File: src/rtl/core/assert_macros.svh
// assertion macros for the core rtl, included by the core top level
`ifndef ASSERT_MACROS_SVH
`define ASSERT_MACROS_SVH

// clocked assertion, disabled while reset is high
`define PMFF_ASSERT(lbl, clk, rst, prop, msg) \
   lbl: assert property (@(posedge clk) disable iff (rst) prop) else $error(msg);

// clocked assertion, also checked during reset
`define PMFF_ASSERT_ALWAYS(lbl, clk, prop, msg) \
   lbl: assert property (@(posedge clk) prop) else $error(msg);

`endif

File: src/rtl/core/pmff_pkg.sv
// types and constants of the page map first fit core
`default_nettype none

package pmff_pkg;

   localparam logic [1:0] OP_ALLOC   = 2'd0;
   localparam logic [1:0] OP_RELEASE = 2'd1;
   localparam logic [1:0] OP_RESERVE = 2'd2;
   localparam logic [1:0] OP_FIND    = 2'd3;

   // bit positions of one page map entry
   localparam int VALID_BIT  = 0;
   localparam int MAPPED_BIT = 1;
   localparam int ENTRY_W    = 2;

   typedef struct packed {
      logic [1:0]  op;
      logic [11:0] start_page;
      logic [12:0] page_count;
      logic        mapped_flag;
      logic        allow_remap;
   } req_type;

   typedef struct packed {
      logic        found;
      logic [11:0] first_page;
   } rsp_type;

endpackage

`default_nettype wire

File: src/rtl/core/pmff_engine.sv
// operation sequencer: range writes, read-modify-write and run search over the map
`default_nettype none

module pmff_engine
   import pmff_pkg::*;
#(
   parameter int TOTAL_PAGES = 4096
) (
   input  wire logic                           clock,
   input  wire logic                           reset,
   input  wire logic                           accept,
   input  wire req_type                        req,
   output logic                                busy,
   output logic                                done,
   output rsp_type                             result,
   output logic                                rd_en,
   output logic [$clog2(TOTAL_PAGES)-1:0]      rd_addr,
   input  wire logic [ENTRY_W-1:0]             rd_data,
   output logic                                wr_en,
   output logic [$clog2(TOTAL_PAGES)-1:0]      wr_addr,
   output logic [ENTRY_W-1:0]                  wr_data
);

   localparam int IW = $clog2(TOTAL_PAGES);
   localparam int PW = $clog2(TOTAL_PAGES + 1);
   localparam int AW = (PW > 14) ? PW : 14;
   localparam int XW = (IW > 12) ? IW : 12;
   localparam logic [PW-1:0] TOT_P = PW'(TOTAL_PAGES);
   localparam logic [AW-1:0] TOT_A = AW'(TOTAL_PAGES);

   localparam logic [1:0] ST_IDLE = 2'd0;
   localparam logic [1:0] ST_FILL = 2'd1;
   localparam logic [1:0] ST_RMW  = 2'd2;
   localparam logic [1:0] ST_FIND = 2'd3;

   logic [1:0]         state_ff, state_in;
   logic [PW-1:0]      p_ff, p_in;
   logic [PW-1:0]      end_ff, end_in;
   logic [12:0]        need_ff, need_in;
   logic [ENTRY_W-1:0] fill_ff, fill_in;
   logic               remap_ff, remap_in;
   logic               pend_ff, pend_in;
   logic [IW-1:0]      pend_addr_ff, pend_addr_in;
   logic [12:0]        run_len_ff, run_len_in;
   logic [IW-1:0]      run_start_ff, run_start_in;

   logic [AW-1:0]      start_a;
   logic [AW-1:0]      sum_a;
   logic               page_free;
   logic [12:0]        run_len_inc;
   logic               hit;
   logic [IW-1:0]      hit_page;
   logic [XW-1:0]      hit_page_x;

   assign start_a     = AW'(req.start_page);
   assign sum_a       = start_a + AW'(req.page_count);
   assign page_free   = !rd_data[VALID_BIT] || (remap_ff && rd_data[MAPPED_BIT]);
   assign run_len_inc = run_len_ff + 13'd1;
   assign busy        = (state_ff != ST_IDLE);

   always_comb begin
      state_in     = state_ff;
      p_in         = p_ff;
      end_in       = end_ff;
      need_in      = need_ff;
      fill_in      = fill_ff;
      remap_in     = remap_ff;
      pend_in      = pend_ff;
      pend_addr_in = pend_addr_ff;
      run_len_in   = run_len_ff;
      run_start_in = run_start_ff;
      rd_en        = 1'b0;
      rd_addr      = p_ff[IW-1:0];
      wr_en        = 1'b0;
      wr_addr      = p_ff[IW-1:0];
      wr_data      = fill_ff;
      done         = 1'b0;
      hit          = 1'b0;
      hit_page     = run_start_ff;

      case (state_ff)
         ST_IDLE: begin
            if (accept) begin
               p_in       = (start_a >= TOT_A) ? TOT_P : PW'(start_a);
               end_in     = (sum_a > TOT_A) ? TOT_P : PW'(sum_a);
               need_in    = (req.page_count == 13'd0) ? 13'd1 : req.page_count;
               remap_in   = req.allow_remap;
               pend_in    = 1'b0;
               run_len_in = 13'd0;
               fill_in    = '0;
               case (req.op)
                  OP_ALLOC: begin
                     fill_in[VALID_BIT]  = 1'b1;
                     fill_in[MAPPED_BIT] = req.mapped_flag;
                     state_in            = ST_FILL;
                  end
                  OP_RELEASE: begin
                     state_in = ST_FILL;
                  end
                  OP_RESERVE: begin
                     fill_in[MAPPED_BIT] = req.mapped_flag;
                     state_in            = ST_RMW;
                  end
                  default: begin
                     state_in = ST_FIND;
                  end
               endcase
            end
         end
         ST_FILL: begin
            if (p_ff < end_ff) begin
               wr_en = 1'b1;
               p_in  = p_ff + PW'(1);
            end else begin
               done     = 1'b1;
               state_in = ST_IDLE;
            end
         end
         ST_RMW: begin
            // write back the entry read last cycle, keep the valid bit
            if (pend_ff) begin
               wr_en              = 1'b1;
               wr_addr            = pend_addr_ff;
               wr_data[VALID_BIT] = rd_data[VALID_BIT];
            end
            if (p_ff < end_ff) begin
               rd_en        = 1'b1;
               pend_in      = 1'b1;
               pend_addr_in = p_ff[IW-1:0];
               p_in         = p_ff + PW'(1);
            end else begin
               pend_in = 1'b0;
               if (!pend_ff) begin
                  done     = 1'b1;
                  state_in = ST_IDLE;
               end
            end
         end
         default: begin
            // evaluate the page read last cycle
            if (pend_ff && page_free) begin
               run_len_in = run_len_inc;
               if (run_len_ff == 13'd0) begin
                  run_start_in = pend_addr_ff;
                  hit_page     = pend_addr_ff;
               end
               if (run_len_inc >= need_ff) begin
                  hit = 1'b1;
               end
            end else if (pend_ff) begin
               run_len_in = 13'd0;
            end

            if (hit) begin
               done     = 1'b1;
               pend_in  = 1'b0;
               state_in = ST_IDLE;
            end else if (p_ff < TOT_P) begin
               rd_en        = 1'b1;
               pend_in      = 1'b1;
               pend_addr_in = p_ff[IW-1:0];
               p_in         = p_ff + PW'(1);
            end else begin
               pend_in = 1'b0;
               if (!pend_ff) begin
                  done     = 1'b1;
                  state_in = ST_IDLE;
               end
            end
         end
      endcase
   end

   assign hit_page_x        = XW'(hit_page);
   assign result.found      = hit;
   assign result.first_page = hit ? hit_page_x[11:0] : 12'd0;

   always_ff @(posedge clock) begin
      if (reset) begin
         state_ff <= ST_IDLE;
         pend_ff  <= 1'b0;
      end else begin
         state_ff <= state_in;
         pend_ff  <= pend_in;
      end
      p_ff         <= p_in;
      end_ff       <= end_in;
      need_ff      <= need_in;
      fill_ff      <= fill_in;
      remap_ff     <= remap_in;
      pend_addr_ff <= pend_addr_in;
      run_len_ff   <= run_len_in;
      run_start_ff <= run_start_in;
   end

endmodule

`default_nettype wire

File: config.mk
export PLATFORM = sky130hd
export DESIGN_NAME = pmff_engine
export DESIGN_NICKNAME = d
export VERILOG_FILES = /design/src/rtl/core/assert_macros.svh /design/src/rtl/core/pmff_pkg.sv /design/src/rtl/core/pmff_engine.sv
export SDC_FILE = /design/constraint.sdc
export NUM_CORES = 1
export LEC_CHECK = 0
export BUFFER_PORTS_ARGS = -buffer_cell sky130_fd_sc_hd__buf_4
export CAP_MARGIN = 20
export CELL_PAD_IN_SITES_DETAIL_PLACEMENT = 1
export CELL_PAD_IN_SITES_GLOBAL_PLACEMENT = 1
export CORE_MARGIN = 2
export CORE_UTILIZATION = 35
export DETAILED_ROUTE_END_ITERATION = 16
export PLACE_DENSITY = 0.7
export SLEW_MARGIN = 40
export SYNTH_ARGS = -nofsm -noshare
export SYNTH_HDL_FRONTEND = slang
export SYNTH_SLANG_ARGS = --single-unit
export TNS_END_PERCENT = 1
File: constraint.sdc
create_clock -name clock -period 4.87 [get_ports clock]
set_clock_uncertainty 0.2 [all_clocks]
set_input_delay 0 -clock clock [delete_from_list [all_inputs] [get_ports clock]]
set_output_delay 0 -clock clock [all_outputs]
set_load 0.02 [all_outputs]
Yosys cells after proc, flatten, opt, wreduce, memory -nomap -nowiden
Index checks and enable logic that the tools add are counted.
{"block": "word_totals", "ff_bits": 82, "in_bits": 34, "output_inout_bits": 43, "wordCells": 106}
{"block": "classes", "addsub": 3, "n_lt_le_gt_ge": 5, "eq_ne": 12, "mux": 49, "n_bitwise": 3, "n_reduce_logical": 23}
{"cell": "2-to-1 mux 12 bit", "n": 9}
{"cell": "2-to-1 mux 13 bit", "n": 8}
{"cell": "case mux 13 bit (2 select lines)", "n": 2}
{"cell": "adder 13 x 1 -> 13 bit, second input constant", "n": 2}
{"cell": "zero test 13 bit", "n": 2}
{"cell": "case mux 12 bit (2 select lines)", "n": 1}
{"cell": "2-to-1 mux 1 bit", "n": 17}
{"cell": "adder 12 x 13 -> 14 bit", "n": 1}
{"cell": "> comparator 14 x 13 -> 1 bit, second input constant", "n": 1}
{"cell": "greater-or-equal comparator 12 x 13 -> 1 bit, second input constant", "n": 1}
{"cell": "greater-or-equal comparator 13 bit", "n": 1}
{"cell": "less-than comparator 13 bit", "n": 1}
{"cell": "less-than comparator 13 bit, second input constant", "n": 1}
{"cell": "2-to-1 mux 2 bit", "n": 6}
{"cell": "AND reduction 4 bit", "n": 3}
{"cell": "!= test 2 bit, second input constant", "n": 4}
{"cell": "OR reduction 2 bit", "n": 4}
{"cell": "case mux 1 bit (3 select lines)", "n": 2}
{"cell": "case mux 2 bit (3 select lines)", "n": 1}
{"cell": "nonzero test 3 bit", "n": 2}
{"cell": "!= test 5 x 2 -> 1 bit, second input constant", "n": 1}
{"cell": "== test 2 x 1 -> 1 bit, second input constant", "n": 2}
{"cell": "== test 2 bit, second input constant", "n": 2}
{"cell": "zero test 2 bit", "n": 2}
{"cell": "12 further kinds", "n": 19}

Depth between registers and ports, before layout
Gate-level depths: netlist of run 1.
{"block": "depth", "depth_word": 7, "mapped_depth": 14, "depth_no_buf": 13}

Worst setup path after synthesis of run 1
Ideal clock, no wire load.
{"block": "synth_path", "kind": "reg2reg", "start": "register run_len_ff[2]", "end": "register pend_addr_ff[0], enable pin", "setup_time_ps": 400, "arrival_ps": 3675, "t_required_ps": 4270, "slack_ps": 594, "stages_incl_launch_ff": 13, "n_path_buf": 0, "period_less_slack_ps": 4276, "cell_sequence": "edfxtp_1 > and3_1 > and3_1 > nand3_1 > nor3_1 > xor2_1 > ha_1 > a21oi_1 > o21ai_1 > a2111oi_2 > a211oi_2 > or3_1 > a211oi_1"}
{"block": "synth_via", "elab_chain_len": 7}
{"element": "from (decl)", "line_no": "pmff_engine.sv:44", "source": "logic [12:0] run_len_ff, run_len_in;"}
{"element": "from (signal assigned)", "line_no": "pmff_engine.sv:192", "source": "run_len_ff <= run_len_in;"}
{"element": "adder 13 x 1 -> 13 bit", "line_no": "pmff_engine.sv:58", "source": "assign run_len_inc = run_len_ff + 13'd1;"}
{"element": "via run_len_inc[12]", "line_no": "pmff_engine.sv:50", "source": "logic [12:0] run_len_inc;"}
{"element": "greater-or-equal comparator 13 bit", "line_no": "pmff_engine.sv:147", "source": "if (run_len_inc >= need_ff) begin"}
{"element": "2-to-1 mux 1 bit", "line_no": "pmff_engine.sv:147"}
{"element": "2-to-1 mux 1 bit", "line_no": "pmff_engine.sv:141", "source": "if (pend_ff && page_free) begin"}
{"element": "2-to-1 mux 1 bit", "line_no": "pmff_engine.sv:81", "source": "case (state_ff)"}
{"element": "!= test 2 x 1 -> 1 bit (no line)"}
{"element": "AND reduction 4 bit (no line)"}
{"element": "to (signal assigned)", "line_no": "pmff_engine.sv:191", "source": "pend_addr_ff <= pend_addr_in;"}
{"element": "to (decl)", "line_no": "pmff_engine.sv:43", "source": "logic [IW-1:0] pend_addr_ff, pend_addr_in;"}
The timed path passes the listed nets, and every way through them passes these cells. The select of a mux whose other input is x is not followed.
A chain may end at the register's enable or synchronous reset.

Worst setup path after layout of run 1
{"block": "layout_path", "start": "register run_len_ff[2]", "end": "register state_ff[0]"}
{"block": "layout_via", "elab_chain_len": 7, "word_cells_on_any_way": 9, "classes_between": "1 x add/sub; 1 x order compare; 1 x eq/ne; 5 x mux; 1 x reduce/logical"}
{"element": "adder 13 x 1 -> 13 bit *", "line_no": "pmff_engine.sv:58"}
{"element": "via run_len_inc[12]", "line_no": "pmff_engine.sv:50"}
{"element": "greater-or-equal comparator 13 bit *", "line_no": "pmff_engine.sv:147"}
{"element": "2-to-1 mux 1 bit *", "line_no": "pmff_engine.sv:147"}
{"element": "2-to-1 mux 1 bit *", "line_no": "pmff_engine.sv:141"}
{"element": "2-to-1 mux 1 bit *", "line_no": "pmff_engine.sv:81"}
{"element": "!= test 5 x 2 -> 1 bit (no line) / 2-to-1 mux 2 bit (equally long branches)"}
{"element": "AND reduction 4 bit (no line) / case mux 2 bit (3 select lines) (equally long branches)"}
{"element": "to (signal assigned)", "line_no": "pmff_engine.sv:183", "source": "state_ff <= state_in;"}
{"element": "to (decl)", "line_no": "pmff_engine.sv:36", "source": "logic [1:0] state_ff, state_in;"}
The timed path passes the listed nets; every way through them passes the cells marked *. The select of a mux whose other input is x is not followed.

==> results.py, run 1 <==
metrics = {
    "run_status": {
        "status": "completed",
    },
    "layout": {
        "postLayoutCellArea_um2": 6360,
        "final_net_count": 664,
        "seq_area_um2": 2310,
        "antenna-diode-count": 0,
        "drive_above_1_share_pct": 22.2,
        "area_growth_pct": 25.3,
        "fillers": 1596,
        "multi_input_area_um2": 2420,
    },
    "timing": {
        "worst_slew_pin_slew_ns": 0.660,
        "finalSetupTns_ns": 0,
        "timing.fmax_ghz": 0.244,
        "slew_headroom_pct": 55.9,
        "finalMaxSlewViolations": 0,
        "hold_viol_final": 0,
        "period_needed_ns": 4.10,
        "period_share_pct": 84.1,
        "setup_violations": 0,
        "rsz0062_at_grt": "false",
    },
    "global_route": {
        "antenna_found_initial": 0,
        "grt_max_degree": 33,
        "track_usage_pct": 17.5,
        "first_global_vias": 4110,
        "grt_first_pass_wirelength_mm": 21.4,
        "gr-total-overflow": 0,
    },
    "place": {
        "portBuffers": 76,
        "gp_congestion": 0.808,
        "dp.final_hpwl_mm": 9.94,
        "placed_area_um2": 5710,
    },
    "synth": {
        "ys_top_cells_by_area": "edfxtp_1, ha_1, dfxtp_1",
        "ys_ff_latch": 82,
        "ys_seq_area_share_pct": 45.6,
        "synth.cell_area_um2": 5070,
        "syn_avg_cell_area_um2": 10.2,
        "ys_async_sr_fraction_pct": 0,
        "synth_area_leader_cell": "edfxtp_1",
        "yosysWarnings": 0,
        "synthDominantCellAreaShare_pct": 39.6,
        "synth_edf_count": 67,
        "synth_nets": 577,
        "synthDistinctLibCells": 47,
        "synthesis.instances": 497,
        "dominantRegCellSynth": "edfxtp_1",
    },
    "worst_setup_path": {
        "path_class": "reg2reg",
        "ff2ff_path_depth": 14,
        "worstPathArrival_ns": 4.13,
        "worstSetupEndpointType": "register",
        "startpoint_type": "register",
        "cp_data_required_time_ns": 4.90,
        "worstPathMaxFanout": 6,
    },
    "cts": {
        "cts_resized": 0,
        "post_cts.repair.setup_buffers": 0,
        "root_buffer": "clkbuf_16",
        "cts_buffers": 9,
        "htreeDepth": 3,
        "cts_tree": "done",
        "clkLatencyLatePin_ns": 0.35,
        "clockBufferDepth": 2,
        "clk_pin_slew_ns": 0.07,
        "cts_sinks": 82,
    },
    "floorplan": {
        "rows": 44,
        "ios": 77,
        "die_h_um": 124,
        "die_w_um": 124,
        "die_area_um2": 15500,
        "start_util_pct": 35.3,
        "core_um2": 14400,
    },
    "detailed_routing": {
        "first_pass_iters": 4,
        "wl_per_cell_um": 17.0,
        "drt_iter0_drc": 221,
        "dr_total_vias": 3889,
        "routed_wl_mm": 13.1,
        "viasPerCell": 5.03,
        "drc": 0,
        "antenna_left": 0,
    },
    "power": {
        "p_per_area_nw_per_um2": 559,
        "irDropWorstVdd_uv": 200,
        "finalPower_uw": 3550,
        "leakagePower_uw": 0.00263,
    },
    "run": {
        "max_cap_violations": 0,
    },
    "worst_hold_path": {
        "hold_path_class": "in2out",
        "min_path_cells": 3,
    },
}
cell families after synthesis:
group	share of synthesized area, %
adder cells (fa/ha/maj)	11.5
AND/OR/NAND/NOR	15.1
multiplexers	5.77
XOR/XNOR	5.18
AO/OA/AOI/OAI	9.96
buffers and inverters	6.95
flip-flops	45.6
stage by stage:
stage	utilization (%)	instances	setup WS, ns	hold slack, ns
after floorplan	-	497	0.594	-0.121
after global placement	39.7	724	1.06	-0.0212
after detailed placement	39.8	724	0.852	-0.0202
after CTS	44.2	773	0.754	0.153
after global routing	44.2	773	0.421	0.164
final	44.2	773	0.775	0.153
path summary, 6_finish.rpt:
| check | from | to | slack, ns |
|---|---|---|---|
| setup reg to reg | run_len_ff[2]$_SDFFCE_PP0P_ | state_ff[0]$_SDFFE_PP0P_ | 0.77 |
| setup / recovery | run_len_ff[2]$_SDFFCE_PP0P_ | state_ff[0]$_SDFFE_PP0P_ | 0.77 |
| hold reg to reg | run_start_ff[4]$_DFF_P_ | run_start_ff[4]$_DFF_P_ | 0.27 |
| hold / removal | rd_data[0] | wr_data[0] | 0.15 |
final cells by class:
type                    count  area share [%]
clock inverters             5           0.610
well taps                 184            3.62
repair buffers            113            14.6
multi-input cells         338            38.1
clock buffers              11            4.33
flip-flops and latches     82            36.4
inverters                  40            2.36
flip-flops by register name (all words and copies together), names as in the netlist:
name,count
fill_ff,2
pend_ff,1
run_start_ff,12
state_ff,2
run_len_ff,13
p_ff,13
pend_addr_ff,12
remap_ff,1
need_ff,13
end_ff,13
Yosys cell counts, drive strengths merged, types with 20 or more instances:
master,n
nor2,38
clkbuf,20
ha,45
inv,40
edfxtp,67
a21oi,23
nor2b,30
mux2,26
o21ai,24
nand2,41
cell usage in the layout, fill, tap and decap left out, drive strengths merged, types with 2 or more instances in the layout:
| cell | synthesis | final |
|---|---|---|
| a21oi | 23 | 23 |
| nand4 | 3 | 3 |
| nor4 | 4 | 4 |
| inv | 40 | 43 |
| ha | 45 | 45 |
| o21a | 5 | 5 |
| nor2 | 38 | 38 |
| clkbuf | 20 | 11 |
| buf | 17 | 80 |
| dlygate4sd3 | 0 | 33 |
| nand3 | 17 | 17 |
| a31oi | 4 | 4 |
| or3 | 3 | 3 |
| o21ai | 24 | 24 |
| o31ai | 2 | 2 |
| nand2b | 3 | 3 |
| nand2 | 41 | 41 |
| a21o | 3 | 3 |
| nor3 | 13 | 13 |
| dfxtp | 15 | 15 |
| nor2b | 30 | 30 |
| xor2 | 13 | 13 |
| a211oi | 5 | 5 |
| and3 | 4 | 4 |
| xnor2 | 17 | 17 |
| edfxtp | 67 | 67 |
| mux2 | 26 | 26 |
repair_timing:
item | in CTS | in global routing
endpoints found under the setup margin | 0 | 0
hold buffers | 33 | 0
hold endpoints to repair | 36 | 0
critical path, stage by stage (launching register included):
cell and delay [ns]:
edfxtp_1 0.42, and3_1 0.22, and3_1 0.23, nand3_1 0.16
nor3_1 0.28, xor2_1 0.23, ha_1 0.29, a21oi_1 0.12
o21ai_1 0.11, a2111oi_2 0.41, a211oi_2 0.20, o41ai_2 0.25
nand2b_1 0.18, a221oi_1 0.09, dlygate4sd3_1 0.57
routing by layer:
| layer | global-route usage [%] | up-vias | share of wire (%) |
|---|---|---|---|
| li1 | - | 1898 | - |
| met1 | 21.5 | 1925 | 44 |
| met2 | 31.1 | 55 | 53 |
| met3 | 2.58 | 11 | 2.2 |
| met4 | 6.08 | 0 | 1.5 |
| met5 | 0 | - | 0 |
power breakdown:
| group | leakage, µW | internal [µW] | switching, µW |
|---|---|---|---|
| combinational | 0.00171 | 632 | 880 |
| clock | 0.000153 | 412 | 300 |
| sequential | 0.000770 | 1080 | 245 |
| total | 0.00263 | 2130 | 1420 |
Power figures use the tool's default switching activity.
==> inputs of run 2 (changes only) <==
==> constraint.sdc (replaced) <==
create_clock -name clock -period 4.25 [get_ports clock]
set_clock_uncertainty 0.2 [all_clocks]
set_input_delay 0 -clock clock [delete_from_list [all_inputs] [get_ports clock]]
set_output_delay 0 -clock clock [all_outputs]
set_load 0.02 [all_outputs]
==> results.py, run 2 (synthesis gave the netlist of run 1 again) <==
metrics = {
    "layout": {
        "final_net_count": 666,
        "area_growth_pct": 24.9,
        "drive_above_1_share_pct": 22.3,
        "final_common_cell": "buf_4",
        "final_cell_mix": "buf_4, edfxtp_1, ha_1, nand2_1, inv_1",
        "postLayoutCellArea_um2": 6340,
        "antenna-diode-count": 0,
    },
    "detailed_routing": {
        "dr_total_vias": 3865,
        "wl_per_cell_um": 16.8,
        "drt_iter0_drc": 193,
        "antenna_left": 0,
        "routed_wl_mm": 13.0,
        "drc": 0,
        "viasPerCell": 4.99,
        "first_pass_iters": 4,
    },
    "timing": {
        "hold_viol_final": 0,
        "slew_headroom_pct": 54.4,
        "period_needed_ns": 4.03,
        "finalSetupTns_ns": 0,
        "rsz0062_at_grt": "false",
        "worst_slew_pin_slew_ns": 0.682,
        "period_share_pct": 94.9,
        "hold_slack_ns": 0.159,
        "timing.fmax_ghz": 0.248,
        "finalMaxSlewViolations": 0,
        "setup_violations": 0,
    },
    "cts": {
        "cts_tree": "done",
        "root_buffer": "clkbuf_16",
        "clkLatencyLatePin_ns": 0.35,
        "clockBufferDepth": 2,
        "cts_sinks": 82,
        "clk_pin_slew_ns": 0.06,
        "cts_buffers": 9,
        "post_cts.repair.setup_buffers": 0,
        "htreeDepth": 3,
    },
    "floorplan": {
        "core_um2": 14400,
        "die_area_um2": 15500,
        "die_w_um": 124,
        "start_util_pct": 35.3,
        "ios": 77,
        "rows": 44,
        "die_h_um": 124,
    },
    "global_route": {
        "first_global_vias": 4028,
        "grt_max_degree": 33,
        "gr-total-overflow": 0,
        "grt_first_pass_wirelength_mm": 21.1,
        "antenna_found_initial": 0,
        "track_usage_pct": 17.3,
    },
    "worst_setup_path": {
        "cp_data_required_time_ns": 4.28,
        "ff2ff_path_depth": 14,
        "path_class": "reg2reg",
        "worstPathMaxFanout": 6,
        "slowest_stage": "dlygate4sd3_1",
        "cp_slowest_stage_delay_ns": 0.58,
        "worstSetupEndpointType": "register",
        "cp_common_cell": "and3_1",
        "startpoint_type": "register",
        "worstPathArrival_ns": 4.06,
        "path_buf_inv": 1,
        "worst_path_dominant_cell_family": "compound AO/OA/AOI/OAI gates",
        "r2r_start": "run_len_ff[2]$_SDFFCE_PP0P_",
        "r2r_end": "state_ff[0]$_SDFFE_PP0P_",
        "path_cells": "and3_1, and3_1, nand3_1, nor3_2, xor2_1, ha_1, a21oi_1, o21ai_1, a2111oi_2, a211oi_2, o41ai_2, nand2b_1, a221oi_1, dlygate4sd3_1",
        "ff2ff_setup_slack_ns": 0.22,
    },
    "power": {
        "p_per_area_nw_per_um2": 633,
        "power_frac_clock_pct": 18.5,
        "finalPower_uw": 4010,
        "pwr-share-comb_pct": 43.5,
        "irDropWorstVdd_uv": 243,
        "p_sw_share_pct": 40.9,
        "internal_power_uw": 2370,
        "leakagePower_uw": 0.00263,
        "switchingPower_uw": 1640,
        "power_frac_seq_pct": 38.0,
    },
    "run_status": {
        "status": "completed",
    },
    "worst_hold_path": {
        "min_to": "wr_data[0]",
        "hold_path_class": "in2out",
        "min_path_cells": 3,
        "hold_start": "rd_data[0]",
    },
    "place": {
        "gp_congestion": 0.824,
        "placed_area_um2": 5730,
        "portBuffers": 76,
        "dp.final_hpwl_mm": 9.95,
    },
    "run": {
        "max_cap_violations": 0,
    },
}
==> run 2: changes by cell type in the layout (fill, tap and decap cells not counted), sizes merged <==
cell	delta
buf	+2
clkbuf	-2
inv	-1
clkinvlp	-1
clkinv	+4
==> run 2: stage by stage <==
stage	setup WS (ns)	instances	util [%]
3_5_place_dp	0.268	726	39.8
4_1_cts	0.203	775	44.1
6_report	0.218	775	44.1
3_3_place_gp	0.443	726	39.8
2_1_floorplan	0.171	497	-
5_1_grt	0.0000253	775	44.1
==> run 2: cell type report <==
type | count | area [µm²]
Fill cell | 1599 | 8030
Multi-Input combinational cell | 338 | 2420
Sequential cell | 82 | 2310
Timing Repair Buffer | 115 | 946
Tap cell | 184 | 230
Clock buffer | 9 | 225
Inverter | 40 | 150
Clock inverter | 7 | 52.6
==> run 2: tightest hold or removal path, stage by stage <==
cell	delay, ns
buf_4	0.09
mux2_2	0.14
buf_4	0.13
==> run 2: metal layers <==
layer | GRT usage (%) | part of all wire, % | up-vias
met4 | 5.42 | 1.5 | 0
met2 | 29.7 | 50 | 75
met5 | 0 | 0 | -
li1 | - | - | 1901
met1 | 21.8 | 45 | 1876
met3 | 3.65 | 3.3 | 13
==> run 2: how the worst max path moves through the flow <==
stage | startpoint | end | slack, ns | cells past startpoint
after global placement | run_len_ff[2]$_SDFFCE_PP0P_ | pend_addr_ff[7]$_DFFE_PP_ | 0.44 | 13
after floorplan | run_len_ff[2]$_SDFFCE_PP0P_ | p_ff[0]$_DFFE_PP_ | 0.17 | 13
after CTS | run_len_ff[2]$_SDFFCE_PP0P_ | pend_addr_ff[5]$_DFFE_PP_ | 0.20 | 13
final | run_len_ff[2]$_SDFFCE_PP0P_ | state_ff[0]$_SDFFE_PP0P_ | 0.22 | 14
after detailed placement | run_len_ff[2]$_SDFFCE_PP0P_ | pend_addr_ff[8]$_DFFE_PP_ | 0.27 | 13
after global routing | run_len_ff[2]$_SDFFCE_PP0P_ | state_ff[0]$_SDFFE_PP0P_ | 0.00003 | 14
==> run 2: power groups by stage <==
stage | logic [µW] | clock network [µW] | registers [µW]
global route | 1940 | 790 | 1570
floorplan | 1250 | 0 | 1410
global placement | 1640 | 0 | 1520
detailed placement | 1720 | 0 | 1540
finish | 1740 | 742 | 1530
CTS | 1760 | 761 | 1530
==> run 2: repair_timing <==
action | CTS | global route
setup endpoints to repair | 0 | 1
hold buffers | 33 | 0
resized for setup | 0 | 1
endpoints found under the hold margin | 37 | 0
==> inputs of run 3 (changes only) <==
--- a/config.mk
+++ b/config.mk
@@ -13,6 +13,7 @@
 export CORE_UTILIZATION = 35
 export DETAILED_ROUTE_END_ITERATION = 16
 export PLACE_DENSITY = 0.7
+export SETUP_SLACK_MARGIN = 0.5
 export SLEW_MARGIN = 40
 export SYNTH_ARGS = -nofsm -noshare
 export SYNTH_HDL_FRONTEND = slang
==> results.py, run 3 (synthesis gave the netlist of run 1 again) <==
metrics = {
    "power": {
        "irDropWorstVdd_uv": 237,
        "p_sw_share_pct": 39.9,
        "power_frac_seq_pct": 37.0,
        "switchingPower_uw": 1640,
        "finalPower_uw": 4120,
        "internal_power_uw": 2470,
        "pwr-share-comb_pct": 43.9,
        "power_frac_clock_pct": 19.1,
        "leakagePower_uw": 0.00266,
        "p_per_area_nw_per_um2": 638,
    },
    "run": {
        "max_cap_violations": 0,
    },
    "cts": {
        "cts_tree": "done",
        "clk_pin_slew_ns": 0.06,
        "cts_buffers": 9,
        "htreeDepth": 3,
        "clockBufferDepth": 2,
        "clkLatencyLatePin_ns": 0.34,
        "root_buffer": "clkbuf_16",
        "cts_sinks": 82,
    },
    "global_route": {
        "first_global_vias": 4168,
        "track_usage_pct": 17.2,
        "antenna_found_initial": 0,
        "grt_first_pass_wirelength_mm": 21.2,
        "gr-total-overflow": 0,
        "grt_max_degree": 33,
    },
    "detailed_routing": {
        "antenna_left": 0,
        "drc": 0,
        "drt_iter0_drc": 158,
        "wl_per_cell_um": 16.7,
        "first_pass_iters": 4,
        "viasPerCell": 5.00,
        "routed_wl_mm": 13.0,
        "dr_total_vias": 3901,
    },
    "timing": {
        "fin_ws_ns": 0.534,
        "setup_violations": 0,
        "period_share_pct": 87.4,
        "worst_slew_pin_slew_ns": 0.629,
        "rsz0062_at_grt": "true",
        "timing.fmax_ghz": 0.269,
        "finalSetupTns_ns": 0,
        "hold_viol_final": 0,
        "slew_headroom_pct": 58.0,
        "finalMaxSlewViolations": 0,
        "period_needed_ns": 3.72,
    },
    "run_status": {
        "status": "completed",
    },
    "floorplan": {
        "rows": 44,
        "die_h_um": 124,
        "die_w_um": 124,
        "core_um2": 14400,
        "start_util_pct": 35.3,
        "ios": 77,
        "die_area_um2": 15500,
    },
    "worst_setup_path": {
        "worstSetupEndpointType": "register",
        "critPathCapture": "pend_addr_ff[3]$_DFFE_PP_",
        "cp_data_required_time_ns": 4.11,
        "ff2ff_setup_slack_ns": 0.53,
        "worstPathArrival_ns": 3.57,
        "ff2ff_path_depth": 13,
        "r2r_end": "pend_addr_ff[3]$_DFFE_PP_",
        "cp-startpoint": "run_len_ff[3]$_SDFFCE_PP0P_",
        "path_class": "reg2reg",
        "worstPathMaxFanout": 6,
        "startpoint_type": "register",
        "r2r_start": "run_len_ff[3]$_SDFFCE_PP0P_",
    },
    "place": {
        "dp.final_hpwl_mm": 9.89,
        "place_ws_ns": 0.283,
        "portBuffers": 76,
        "gp_congestion": 0.805,
    },
    "layout": {
        "final_cell_mix": "buf_4, edfxtp_1, ha_1, nand2_1, inv_1",
        "drive_above_1_share_pct": 24.2,
        "area_growth_pct": 27.1,
        "final_net_count": 671,
        "finish.utilization_pct": 44.9,
        "final_common_cell": "buf_4",
        "antenna-diode-count": 0,
    },
    "worst_hold_path": {
        "hold_path_class": "in2reg",
        "min_path_cells": 2,
    },
}
run 3: changes by cell type in the layout (fill, tap and decap cells not counted), moves of 2 or more:
cell	change
and3_1	-2
buf_6	+2
clkinvlp_4	+2
buf_4	+4
and3_4	+2
inv_6	-2
run 3: cell type report:
| class | instances | area (µm²) |
|---|---|---|
| well taps | 184 | 230 |
| flip-flops and latches | 82 | 2310 |
| clock buffers | 10 | 229 |
| repair buffers | 120 | 988 |
| fillers | 1578 | 7920 |
| inverters | 40 | 150 |
| clock inverters | 6 | 67.6 |
| multi-input cells | 338 | 2470 |
run 3: worst min-delay path by stage:
| stage | from | endpoint | slack (ns) |
|---|---|---|---|
| final | req[0] | remap_ff$_DFFE_PP_ | 0.18 |
| after global routing | req[0] | remap_ff$_DFFE_PP_ | 0.19 |
| after CTS | req[0] | remap_ff$_DFFE_PP_ | 0.16 |
| after detailed placement | req[0] | remap_ff$_DFFE_PP_ | -0.02 |
| after global placement | req[0] | remap_ff$_DFFE_PP_ | -0.02 |
| after floorplan | reset | state_ff[0]$_SDFFE_PP0P_ | -0.12 |
run 3: critical path: stages, from the launching register on:
cell	delay (ns)
edfxtp_1	0.39
and3_4	0.21
and3_4	0.22
nand3_4	0.11
nor2_2	0.14
xor2_1	0.21
ha_1	0.28
a21oi_1	0.14
o21ai_1	0.12
a2111oi_2	0.40
a211oi_2	0.16
or3_4	0.36
a211oi_4	0.32
buf_6	0.17
run 3: repair_timing:
item	CTS	global route
endpoints found under the hold margin	36	0
pin swaps	4	6
hold buffers	32	0
endpoints found under the setup margin	39	41
resized for setup	6	6
buffers inserted	2	3
cloned	1	0
run 3: metal layers:
metal	track usage (%)	vias up	wire length [µm]
li1	-	1904	-
met1	20.8	1906	5650
met2	30.6	72	6780
met3	3.44	19	372
met4	5.95	0	231
met5	0	-	0
run 3: per-stage QoR:
step	hold slack (ns)	cells	cell area [µm²]
5_1_grt	0.194	780	6450
4_1_cts	0.159	777	6390
3_3_place_gp	-0.0210	726	5730
3_5_place_dp	-0.0190	726	5730
2_1_floorplan	-0.121	497	5080
6_report	0.176	780	6450
run 3: power by group through the flow:
stage	Sequential (µW)	Clock, µW	Combinational [µW]
floorplan	1410	0	1260
global placement	1510	0	1640
detailed placement	1540	0	1720
CTS	1520	805	1800
global route	1560	830	2000
finish	1520	786	1810
